File: config.mk
export PLATFORM = sky130hd
export DESIGN_NAME = owned_index_set_swap_remove
export DESIGN_NICKNAME = d
export VERILOG_FILES = /design/src/oiss_pkg.sv /design/src/owned_index_set_swap_remove.sv /design/src/oiss_ram.sv /design/src/oiss_ctrl.sv /design/src/oiss_dp.sv
export SDC_FILE = /design/constraint.sdc
export NUM_CORES = 1
export LEC_CHECK = 0
export BUFFER_PORTS_ARGS = -buffer_cell sky130_fd_sc_hd__clkbuf_2
export CAP_MARGIN = 40
export CORE_ASPECT_RATIO = 1.25
export CORE_MARGIN = 2
export CORE_UTILIZATION = 63
export CTS_CLUSTER_DIAMETER = 100
export DETAILED_ROUTE_END_ITERATION = 6
export GPL_ROUTABILITY_DRIVEN = 0
export PLACE_DENSITY = 0.81
export SYNTH_ARGS = -nofsm -noshare
export SYNTH_HDL_FRONTEND = slang
export SYNTH_SLANG_ARGS = --single-unit
export TNS_END_PERCENT = 10
File: constraint.sdc
create_clock -name aclk -period 8 [get_ports aclk]
set_input_delay 1.6 -clock aclk [delete_from_list [all_inputs] [get_ports aclk]]
set_output_delay 1.6 -clock aclk [all_outputs]
set_load 0.1 [all_outputs]
File: src/oiss_pkg.sv
// Package for the owned index set: sizes, opcodes, outcome codes, channel payloads,
// controller states and the command/status structs between controller and datapath.
// No dependencies.
`timescale 1ns / 1ps

package oiss_pkg;

    localparam int MAX_ENTRIES   = 32;
    localparam int INDEX_BITS    = 16;
    localparam int OWNER_W       = 32;
    localparam int ITEM_W        = 16;
    localparam int COUNT_FIELD_W = 6;
    localparam int CNT_W         = $clog2(MAX_ENTRIES + 1);
    localparam int ADDR_W        = (MAX_ENTRIES > 1) ? $clog2(MAX_ENTRIES) : 1;

    localparam logic [OWNER_W-1:0] OWNER_NONE = '1;

    typedef enum logic [1:0] {
        OP_ADD    = 2'd0,
        OP_REMOVE = 2'd1,
        OP_TOGGLE = 2'd2,
        OP_CLEAR  = 2'd3
    } op_t;

    typedef enum logic [2:0] {
        OUT_ADDED     = 3'd0,
        OUT_REMOVED   = 3'd1,
        OUT_DUPLICATE = 3'd2,
        OUT_FULL      = 3'd3,
        OUT_MISS      = 3'd4,
        OUT_CLEARED   = 3'd5
    } outcome_t;

    typedef struct packed {
        op_t                opcode;
        logic [OWNER_W-1:0] owner_id;
        logic [ITEM_W-1:0]  item_index;
    } req_t;

    typedef struct packed {
        logic [2:0]               outcome;
        logic [COUNT_FIELD_W-1:0] entry_count;
        logic [OWNER_W-1:0]       current_owner;
    } rsp_t;

    typedef enum logic [2:0] {
        ST_IDLE,
        ST_START,
        ST_SCAN,
        ST_FETCH_LAST,
        ST_SWAP,
        ST_APPEND,
        ST_RESULT
    } state_t;

    typedef struct packed {
        logic     load_req;
        logic     start;
        logic     scan;
        logic     fetch_last;
        logic     swap;
        logic     append;
        logic     set_outcome;
        outcome_t outcome;
        logic     load_out;
    } cmd_t;

    typedef struct packed {
        op_t  op;
        logic owner_match;
        logic hit;
        logic scan_end;
        logic full;
        logic out_free;
    } stat_t;

    // Keep the low INDEX_BITS bits of the index field, zero above the field.
    function automatic logic [INDEX_BITS-1:0] to_index(input logic [ITEM_W-1:0] x);
        logic [INDEX_BITS-1:0] r;
        r = '0;
        for (int i = 0; i < INDEX_BITS; i++) begin
            if (i < ITEM_W) begin
                r[i] = x[i];
            end
        end
        return r;
    endfunction

    // Fit the held count into the result field, truncating or zero extending.
    function automatic logic [COUNT_FIELD_W-1:0] fit_count(input logic [CNT_W-1:0] c);
        logic [COUNT_FIELD_W-1:0] r;
        r = '0;
        for (int i = 0; i < COUNT_FIELD_W; i++) begin
            if (i < CNT_W) begin
                r[i] = c[i];
            end
        end
        return r;
    endfunction

endpackage

File: src/owned_index_set_swap_remove.sv
// Top level of the owned index set with swap-remove: joins controller and datapath.
// Uses oiss_pkg, oiss_ctrl, oiss_dp (which holds the entry RAM oiss_ram).
//
//   channel  dir  ports                       payload
//   request  in   s_valid, s_ready, s_req     oiss_pkg::req_t (opcode, owner_id, item_index)
//   result   out  m_valid, m_ready, m_rsp     oiss_pkg::rsp_t (outcome, entry_count, owner)
//
// One request at a time: accept, owner check, then a scan over the held entries through
// the registered RAM read that stops at the first match; then fetch-last and swap for a
// swap-remove or an append where the scan calls for one, and last the result register
// load. Clear and wrong-owner remove go from the owner check straight to the result.
// Synchronous active-low reset empties the set and sets the owner to none; no sweep.
// A result waiting on m_ready holds the block in its final step; a new request is taken
// while the previous result is still held.
`timescale 1ns / 1ps

module owned_index_set_swap_remove (
    input  logic           aclk,
    input  logic           aresetn,
    input  logic           s_valid,
    output logic           s_ready,
    input  oiss_pkg::req_t s_req,
    output logic           m_valid,
    input  logic           m_ready,
    output oiss_pkg::rsp_t m_rsp
);

    oiss_pkg::cmd_t  cmd;
    oiss_pkg::stat_t stat;

    oiss_ctrl u_ctrl (
        .aclk   (aclk),
        .aresetn(aresetn),
        .s_valid(s_valid),
        .s_ready(s_ready),
        .stat   (stat),
        .cmd    (cmd)
    );

    oiss_dp u_dp (
        .aclk   (aclk),
        .aresetn(aresetn),
        .s_req  (s_req),
        .m_valid(m_valid),
        .m_ready(m_ready),
        .m_rsp  (m_rsp),
        .cmd    (cmd),
        .stat   (stat)
    );

endmodule

File: src/oiss_ram.sv
// Generic single-write, single-read RAM with registered read data.
// No dependencies.
`timescale 1ns / 1ps

module oiss_ram #(
    parameter int  WIDTH = 16,
    parameter int  DEPTH = 32,
    localparam int AW    = (DEPTH > 1) ? $clog2(DEPTH) : 1
) (
    input  logic             aclk,
    input  logic             we,
    input  logic [AW-1:0]    waddr,
    input  logic [WIDTH-1:0] wdata,
    input  logic [AW-1:0]    raddr,
    output logic [WIDTH-1:0] rdata
);

    logic [WIDTH-1:0] mem [DEPTH];
    logic [WIDTH-1:0] rdata_reg;

    always_ff @(posedge aclk) begin
        if (we) begin
            mem[waddr] <= wdata;
        end
        rdata_reg <= mem[raddr];
    end

    assign rdata = rdata_reg;

endmodule

File: src/oiss_ctrl.sv
// Controller for the owned index set: sequences accept, owner check, scan,
// swap-remove or append, and result hand-off. Uses oiss_pkg.
`timescale 1ns / 1ps

module oiss_ctrl (
    input  logic           aclk,
    input  logic           aresetn,
    input  logic           s_valid,
    output logic           s_ready,
    input  oiss_pkg::stat_t stat,
    output oiss_pkg::cmd_t  cmd
);

    oiss_pkg::state_t state_reg, state_next;

    always_ff @(posedge aclk) begin
        if (!aresetn) begin
            state_reg <= oiss_pkg::ST_IDLE;
        end else begin
            state_reg <= state_next;
        end
    end

    // Next state
    always_comb begin
        state_next = state_reg;
        unique case (state_reg)
            oiss_pkg::ST_IDLE: begin
                if (s_valid) begin
                    state_next = oiss_pkg::ST_START;
                end
            end
            oiss_pkg::ST_START: begin
                priority if (stat.op == oiss_pkg::OP_CLEAR) begin
                    state_next = oiss_pkg::ST_RESULT;
                end else if (stat.op == oiss_pkg::OP_REMOVE && !stat.owner_match) begin
                    state_next = oiss_pkg::ST_RESULT;
                end else begin
                    state_next = oiss_pkg::ST_SCAN;
                end
            end
            oiss_pkg::ST_SCAN: begin
                priority if (stat.hit) begin
                    state_next = (stat.op == oiss_pkg::OP_ADD) ? oiss_pkg::ST_RESULT
                                                               : oiss_pkg::ST_FETCH_LAST;
                end else if (stat.scan_end) begin
                    if (stat.op == oiss_pkg::OP_REMOVE || stat.full) begin
                        state_next = oiss_pkg::ST_RESULT;
                    end else begin
                        state_next = oiss_pkg::ST_APPEND;
                    end
                end else begin
                    state_next = oiss_pkg::ST_SCAN;
                end
            end
            oiss_pkg::ST_FETCH_LAST: state_next = oiss_pkg::ST_SWAP;
            oiss_pkg::ST_SWAP:       state_next = oiss_pkg::ST_RESULT;
            oiss_pkg::ST_APPEND:     state_next = oiss_pkg::ST_RESULT;
            oiss_pkg::ST_RESULT: begin
                if (stat.out_free) begin
                    state_next = oiss_pkg::ST_IDLE;
                end
            end
            default: state_next = oiss_pkg::ST_IDLE;
        endcase
    end

    // Outputs
    always_comb begin
        cmd     = '0;
        s_ready = 1'b0;
        unique case (state_reg)
            oiss_pkg::ST_IDLE: begin
                s_ready      = 1'b1;
                cmd.load_req = s_valid;
            end
            oiss_pkg::ST_START: begin
                cmd.start = 1'b1;
                priority if (stat.op == oiss_pkg::OP_CLEAR) begin
                    cmd.set_outcome = 1'b1;
                    cmd.outcome     = oiss_pkg::OUT_CLEARED;
                end else if (stat.op == oiss_pkg::OP_REMOVE && !stat.owner_match) begin
                    cmd.set_outcome = 1'b1;
                    cmd.outcome     = oiss_pkg::OUT_MISS;
                end else begin
                    cmd.set_outcome = 1'b0;
                end
            end
            oiss_pkg::ST_SCAN: begin
                cmd.scan = 1'b1;
                priority if (stat.hit) begin
                    if (stat.op == oiss_pkg::OP_ADD) begin
                        cmd.set_outcome = 1'b1;
                        cmd.outcome     = oiss_pkg::OUT_DUPLICATE;
                    end
                end else if (stat.scan_end) begin
                    if (stat.op == oiss_pkg::OP_REMOVE) begin
                        cmd.set_outcome = 1'b1;
                        cmd.outcome     = oiss_pkg::OUT_MISS;
                    end else if (stat.full) begin
                        cmd.set_outcome = 1'b1;
                        cmd.outcome     = oiss_pkg::OUT_FULL;
                    end
                end else begin
                    cmd.set_outcome = 1'b0;
                end
            end
            oiss_pkg::ST_FETCH_LAST: cmd.fetch_last = 1'b1;
            oiss_pkg::ST_SWAP: begin
                cmd.swap        = 1'b1;
                cmd.set_outcome = 1'b1;
                cmd.outcome     = oiss_pkg::OUT_REMOVED;
            end
            oiss_pkg::ST_APPEND: begin
                cmd.append      = 1'b1;
                cmd.set_outcome = 1'b1;
                cmd.outcome     = oiss_pkg::OUT_ADDED;
            end
            oiss_pkg::ST_RESULT: cmd.load_out = stat.out_free;
            default: cmd = '0;
        endcase
    end

endmodule

File: src/oiss_dp.sv
// Datapath for the owned index set: owner and count registers, request latch,
// scan pointer, entry RAM and result register. Uses oiss_pkg and oiss_ram.
`timescale 1ns / 1ps

module oiss_dp (
    input  logic            aclk,
    input  logic            aresetn,
    input  oiss_pkg::req_t  s_req,
    output logic            m_valid,
    input  logic            m_ready,
    output oiss_pkg::rsp_t  m_rsp,
    input  oiss_pkg::cmd_t  cmd,
    output oiss_pkg::stat_t stat
);

    localparam int AW = oiss_pkg::ADDR_W;
    localparam int CW = oiss_pkg::CNT_W;
    localparam int IW = oiss_pkg::INDEX_BITS;
    localparam logic [CW-1:0] CNT_MAX = CW'(oiss_pkg::MAX_ENTRIES);
    localparam logic [CW-1:0] CNT_ONE = CW'(1);

    logic [oiss_pkg::OWNER_W-1:0] owner_reg, owner_next;
    logic [CW-1:0]                count_reg, count_next;
    oiss_pkg::op_t                op_reg;
    logic [oiss_pkg::OWNER_W-1:0] who_reg;
    logic [IW-1:0]                idx_reg;
    logic [CW-1:0]                ptr_reg, ptr_next;
    logic                         cmp_valid_reg, cmp_valid_next;
    logic [AW-1:0]                cmp_ptr_reg, cmp_ptr_next;
    logic [AW-1:0]                hit_ptr_reg, hit_ptr_next;
    logic [2:0]                   outcome_reg;
    logic                         m_valid_reg;
    oiss_pkg::rsp_t               m_rsp_reg;

    logic          ram_we;
    logic [AW-1:0] ram_waddr;
    logic [IW-1:0] ram_wdata;
    logic [AW-1:0] ram_raddr;
    logic [IW-1:0] ram_rdata;
    logic [CW-1:0] last_pos;

    assign last_pos = count_reg - CNT_ONE;

    assign stat.op          = op_reg;
    assign stat.owner_match = (owner_reg == who_reg);
    assign stat.hit         = cmp_valid_reg && (ram_rdata == idx_reg);
    assign stat.scan_end    = !cmp_valid_reg && (ptr_reg >= count_reg);
    assign stat.full        = (count_reg >= CNT_MAX);
    assign stat.out_free    = !m_valid_reg || m_ready;

    // Owner, count and scan pointer
    always_comb begin
        owner_next     = owner_reg;
        count_next     = count_reg;
        ptr_next       = ptr_reg;
        cmp_valid_next = 1'b0;
        cmp_ptr_next   = cmp_ptr_reg;
        hit_ptr_next   = hit_ptr_reg;
        if (cmd.start) begin
            ptr_next = '0;
            priority if (op_reg == oiss_pkg::OP_CLEAR) begin
                owner_next = oiss_pkg::OWNER_NONE;
                count_next = '0;
            end else if (op_reg != oiss_pkg::OP_REMOVE && owner_reg != who_reg) begin
                // New owner: empty the set before the add checks
                owner_next = who_reg;
                count_next = '0;
            end else begin
                owner_next = owner_reg;
            end
        end
        if (cmd.scan) begin
            cmp_valid_next = (ptr_reg < count_reg);
            cmp_ptr_next   = ptr_reg[AW-1:0];
            if (ptr_reg < count_reg) begin
                ptr_next = ptr_reg + CNT_ONE;
            end
            if (stat.hit) begin
                hit_ptr_next = cmp_ptr_reg;
            end
        end
        if (cmd.swap) begin
            count_next = last_pos;
            if (count_reg == CNT_ONE) begin
                owner_next = oiss_pkg::OWNER_NONE;
            end
        end
        if (cmd.append) begin
            count_next = count_reg + CNT_ONE;
        end
    end

    always_comb begin
        ram_we    = cmd.swap || cmd.append;
        ram_waddr = cmd.swap ? hit_ptr_reg : count_reg[AW-1:0];
        ram_wdata = cmd.swap ? ram_rdata : idx_reg;
        ram_raddr = cmd.fetch_last ? last_pos[AW-1:0] : ptr_reg[AW-1:0];
    end

    oiss_ram #(
        .WIDTH(IW),
        .DEPTH(oiss_pkg::MAX_ENTRIES)
    ) u_entries (
        .aclk (aclk),
        .we   (ram_we),
        .waddr(ram_waddr),
        .wdata(ram_wdata),
        .raddr(ram_raddr),
        .rdata(ram_rdata)
    );

    always_ff @(posedge aclk) begin
        if (!aresetn) begin
            owner_reg     <= oiss_pkg::OWNER_NONE;
            count_reg     <= '0;
            cmp_valid_reg <= 1'b0;
            m_valid_reg   <= 1'b0;
        end else begin
            owner_reg     <= owner_next;
            count_reg     <= count_next;
            cmp_valid_reg <= cmp_valid_next;
            if (cmd.load_out) begin
                m_valid_reg <= 1'b1;
            end else if (m_ready) begin
                m_valid_reg <= 1'b0;
            end
        end
    end

    always_ff @(posedge aclk) begin
        ptr_reg     <= ptr_next;
        cmp_ptr_reg <= cmp_ptr_next;
        hit_ptr_reg <= hit_ptr_next;
        if (cmd.load_req) begin
            op_reg  <= s_req.opcode;
            who_reg <= s_req.owner_id;
            idx_reg <= oiss_pkg::to_index(s_req.item_index);
        end
        if (cmd.set_outcome) begin
            outcome_reg <= cmd.outcome;
        end
        if (cmd.load_out) begin
            m_rsp_reg.outcome       <= outcome_reg;
            m_rsp_reg.entry_count   <= oiss_pkg::fit_count(count_reg);
            m_rsp_reg.current_owner <= owner_reg;
        end
    end

    assign m_valid = m_valid_reg;
    assign m_rsp   = m_rsp_reg;

    a_count_bound: assert property (@(posedge aclk) disable iff (!aresetn)
        count_reg <= CNT_MAX)
        else $error("held count above capacity");

    a_append_grows: assert property (@(posedge aclk) disable iff (!aresetn)
        cmd.append |=> count_reg == $past(count_reg) + CNT_ONE)
        else $error("append did not advance the count");

    a_empty_frees_owner: assert property (@(posedge aclk) disable iff (!aresetn)
        cmd.swap && count_reg == CNT_ONE |=> owner_reg == oiss_pkg::OWNER_NONE)
        else $error("owner kept after last entry removed");

    a_load_when_free: assert property (@(posedge aclk) disable iff (!aresetn)
        cmd.load_out |-> (!m_valid_reg || m_ready))
        else $error("result register overwritten while held");

    a_swap_nonempty: assert property (@(posedge aclk) disable iff (!aresetn)
        (cmd.fetch_last || cmd.swap) |-> count_reg != '0)
        else $error("swap-remove on an empty set");

endmodule

==> impl_metrics.tcl <==
set metrics [dict create \
    synth.top_cell.area_share 0.6292 \
    slew_headroom 0.3162 \
    dp_slack_ns 4.165 \
    vdd_drop_max_mv 0.2107 \
    syn_inst 1910 \
    grt_util_all_layers 0.3138 \
    vias 17970 \
    wl_per_cell_um 28.04 \
    fin_ws_ns 4.076 \
    worstPathArrival_ns 4.40 \
    grt_overflow_total 0 \
    ys_warn_count 0 \
    cts_setup_buffers 0 \
    cts_buffers 66 \
    syn-num-nets 1974 \
    avgSynthCellArea_sq_um 15.39 \
    yosys-top-cells-count "edfxtp_1, mux2i_1, nand2_1" \
    row_count 88 \
    drtPass1Iterations 7 \
    grt_setup_unrepaired "false" \
    ys_ff_latch 681 \
    dp_hpwl_mm 45.85 \
    cts_resized 0 \
    core_sq_um 46130 \
    fin_nets 2101 \
    synth.largest_area_cell "edfxtp_1" \
    port_buffers 96 \
    post-route-drc-count 1 \
    finalSetupViolCount 0 \
    cap_viol_max_count 0 \
    routed_wl_mm 75.03 \
    synth_edf_count 616 \
    max_stage_delay_ns 0.67 \
    fin_skew_ns 0.02959 \
    area_growth_pct 12.60 \
    tns_ns 0 \
    yosysSeqAreaShare 0.6734 \
    synth_area_leaders "edfxtp_1, mux2i_1, mux4_2, dfxtp_1, mux2_2" \
    start_util 0.6373 \
    drtIter0Drc 1959 \
    synth.most_common_cell "edfxtp_1" \
    largest_reg_flops 512 \
    slew_viol_final 0 \
    synthFlopType "edfxtp_1" \
    viasPerCell 6.714 \
    clockBufferDepth 3 \
    crit_fanout 37 \
    max_freq_mhz 254.8 \
    p_leak_uw 0.01160 \
    syn-cell-area_sq_um 29400 \
    critical_path.top_delay_family "buffers and inverters" \
    period_needed_ns 3.924 \
    clock-sinks 681 \
    cts_htree_levels 3 \
    clk_pin_slew_worst_paths_ns 0.07 \
    die-width_um 197.2 \
    powerDensity_nw_per_um2 344.3 \
    grt_pass1_vias 18050 \
    critPathKind "flip-flop to flip-flop" \
    cp-start-kind "flip-flop" \
    postCtsHoldBufs 0 \
    status "complete, but fails checks" \
    hold_viol 0 \
    dieArea_sq_um 48420 \
    antenna_found_initial 0 \
    min_period_over_period 0.4905 \
    die_y_um 245.5 \
    drive_above_1_share 0.2229 \
    diodes 0 \
    synth_cell_types 65 \
    io_pins 97 \
    hold_class "flip-flop to flip-flop" \
    root_buffer "clkbuf_16" \
    path_buf_inv 4 \
    insertion_delay_ns 0.62 \
    async_flop_share 0 \
    crit_required_ns 8.47 \
    violations "design-rule violations" \
    tightest_slew_ns 1.023 \
    worstPathCellList "buf_12 > inv_1 > ha_2 > buf_4 > buf_4 > mux4_2 > nor2_1 > nor2_1 > o22ai_1 > nor4_1" \
    cts_tree "built" \
    cpMaxStageDelayCell "dfxtp_4" \
    crit_path_end_kind "flip-flop" \
    ant_nets 0 \
    grt_max_degree 131 \
    grt_pass1_wl_mm 111.5 \
]
stage by stage:
stage | area (sq um) | utilization | power [uW] | hold WS (ns) | std cells
final | 33100 | 0.7176 | 11400 | 0.4203 | 2676
after global routing | 33100 | 0.7176 | 11770 | 0.4380 | 2676
after global placement | 30490 | 0.6608 | 8018 | 0.4006 | 2530
after CTS | 33100 | 0.7176 | 11370 | 0.4238 | 2676
after detailed placement | 30960 | 0.6711 | 8300 | 0.4066 | 2554
after floorplan | 29400 | - | 7196 | 0.4003 | 1910
cells by family after synthesis:
family / synth area share
AO/OA/AOI/OAI: 0.05826
XOR/XNOR: 0.01549
adder cells (fa/ha/maj): 0.004256
buffers and inverters: 0.02136
flip-flops: 0.6734
multiplexers: 0.1704
AND/OR/NAND/NOR: 0.05673
power by group:
part,internal [uW],switching [uW],leakage [uW]
combinational,1280,2150,0.00447
clock,1770,1300,0.00104
sequential,4610,275,0.00609
metal layers:
| layer | track usage | vias up | wire length [um] |
|---|---|---|---|
| met1 | 0.3836 | 8922 | 26420 |
| met5 | 0 | - | 0 |
| met4 | 0.1820 | 0 | 4105 |
| met3 | 0.06405 | 240 | 7221 |
| met2 | 0.5213 | 1107 | 37280 |
| li1 | - | 7699 | - |
cell type report:
type	count	area [sq um]
flip-flops and latches	681	19810
fillers	2745	13030
multi-input cells	1099	9004
clock buffers	90	1823
repair buffers	170	1345
well taps	585	732.0
clock inverters	32	319.1
inverters	19	71.32
placed cells by master, fill, tap and decap left out, drive strengths merged, types with 6 or more instances in the layout:
cell / netlist / final
a21oi: 48 / 48
a31oi: 7 / 7
buf: 74 / 74
clkbuf: 37 / 186
clkinv: 0 / 22
dfxtp: 65 / 65
edfxtp: 616 / 616
ha: 10 / 10
inv: 19 / 23
mux2: 106 / 106
mux2i: 238 / 238
mux4: 63 / 63
nand2: 168 / 168
nand2b: 6 / 6
nand3: 11 / 11
nand4: 7 / 7
nor2: 93 / 93
nor3: 10 / 10
nor4: 34 / 34
o21ai: 82 / 82
o22ai: 78 / 78
o2bb2ai: 15 / 15
o31ai: 8 / 8
xnor2: 8 / 8
xor2: 44 / 44
final timing paths:
check	slack [ns]	to	startpoint	cells past startpoint
worst max-delay path	4.08	u_dp.u_entries.rdata[13]	u_dp.count_reg[0]	10
worst min-delay path	0.42	u_dp.hit_ptr_reg[1]	u_dp.cmp_ptr_reg[1]	0
worst max register to register	4.08	u_dp.u_entries.rdata[13]	u_dp.count_reg[0]	10
worst min register to register	0.42	u_dp.hit_ptr_reg[1]	u_dp.cmp_ptr_reg[1]	0
Note: power is estimated with default switching activity, not from simulation.
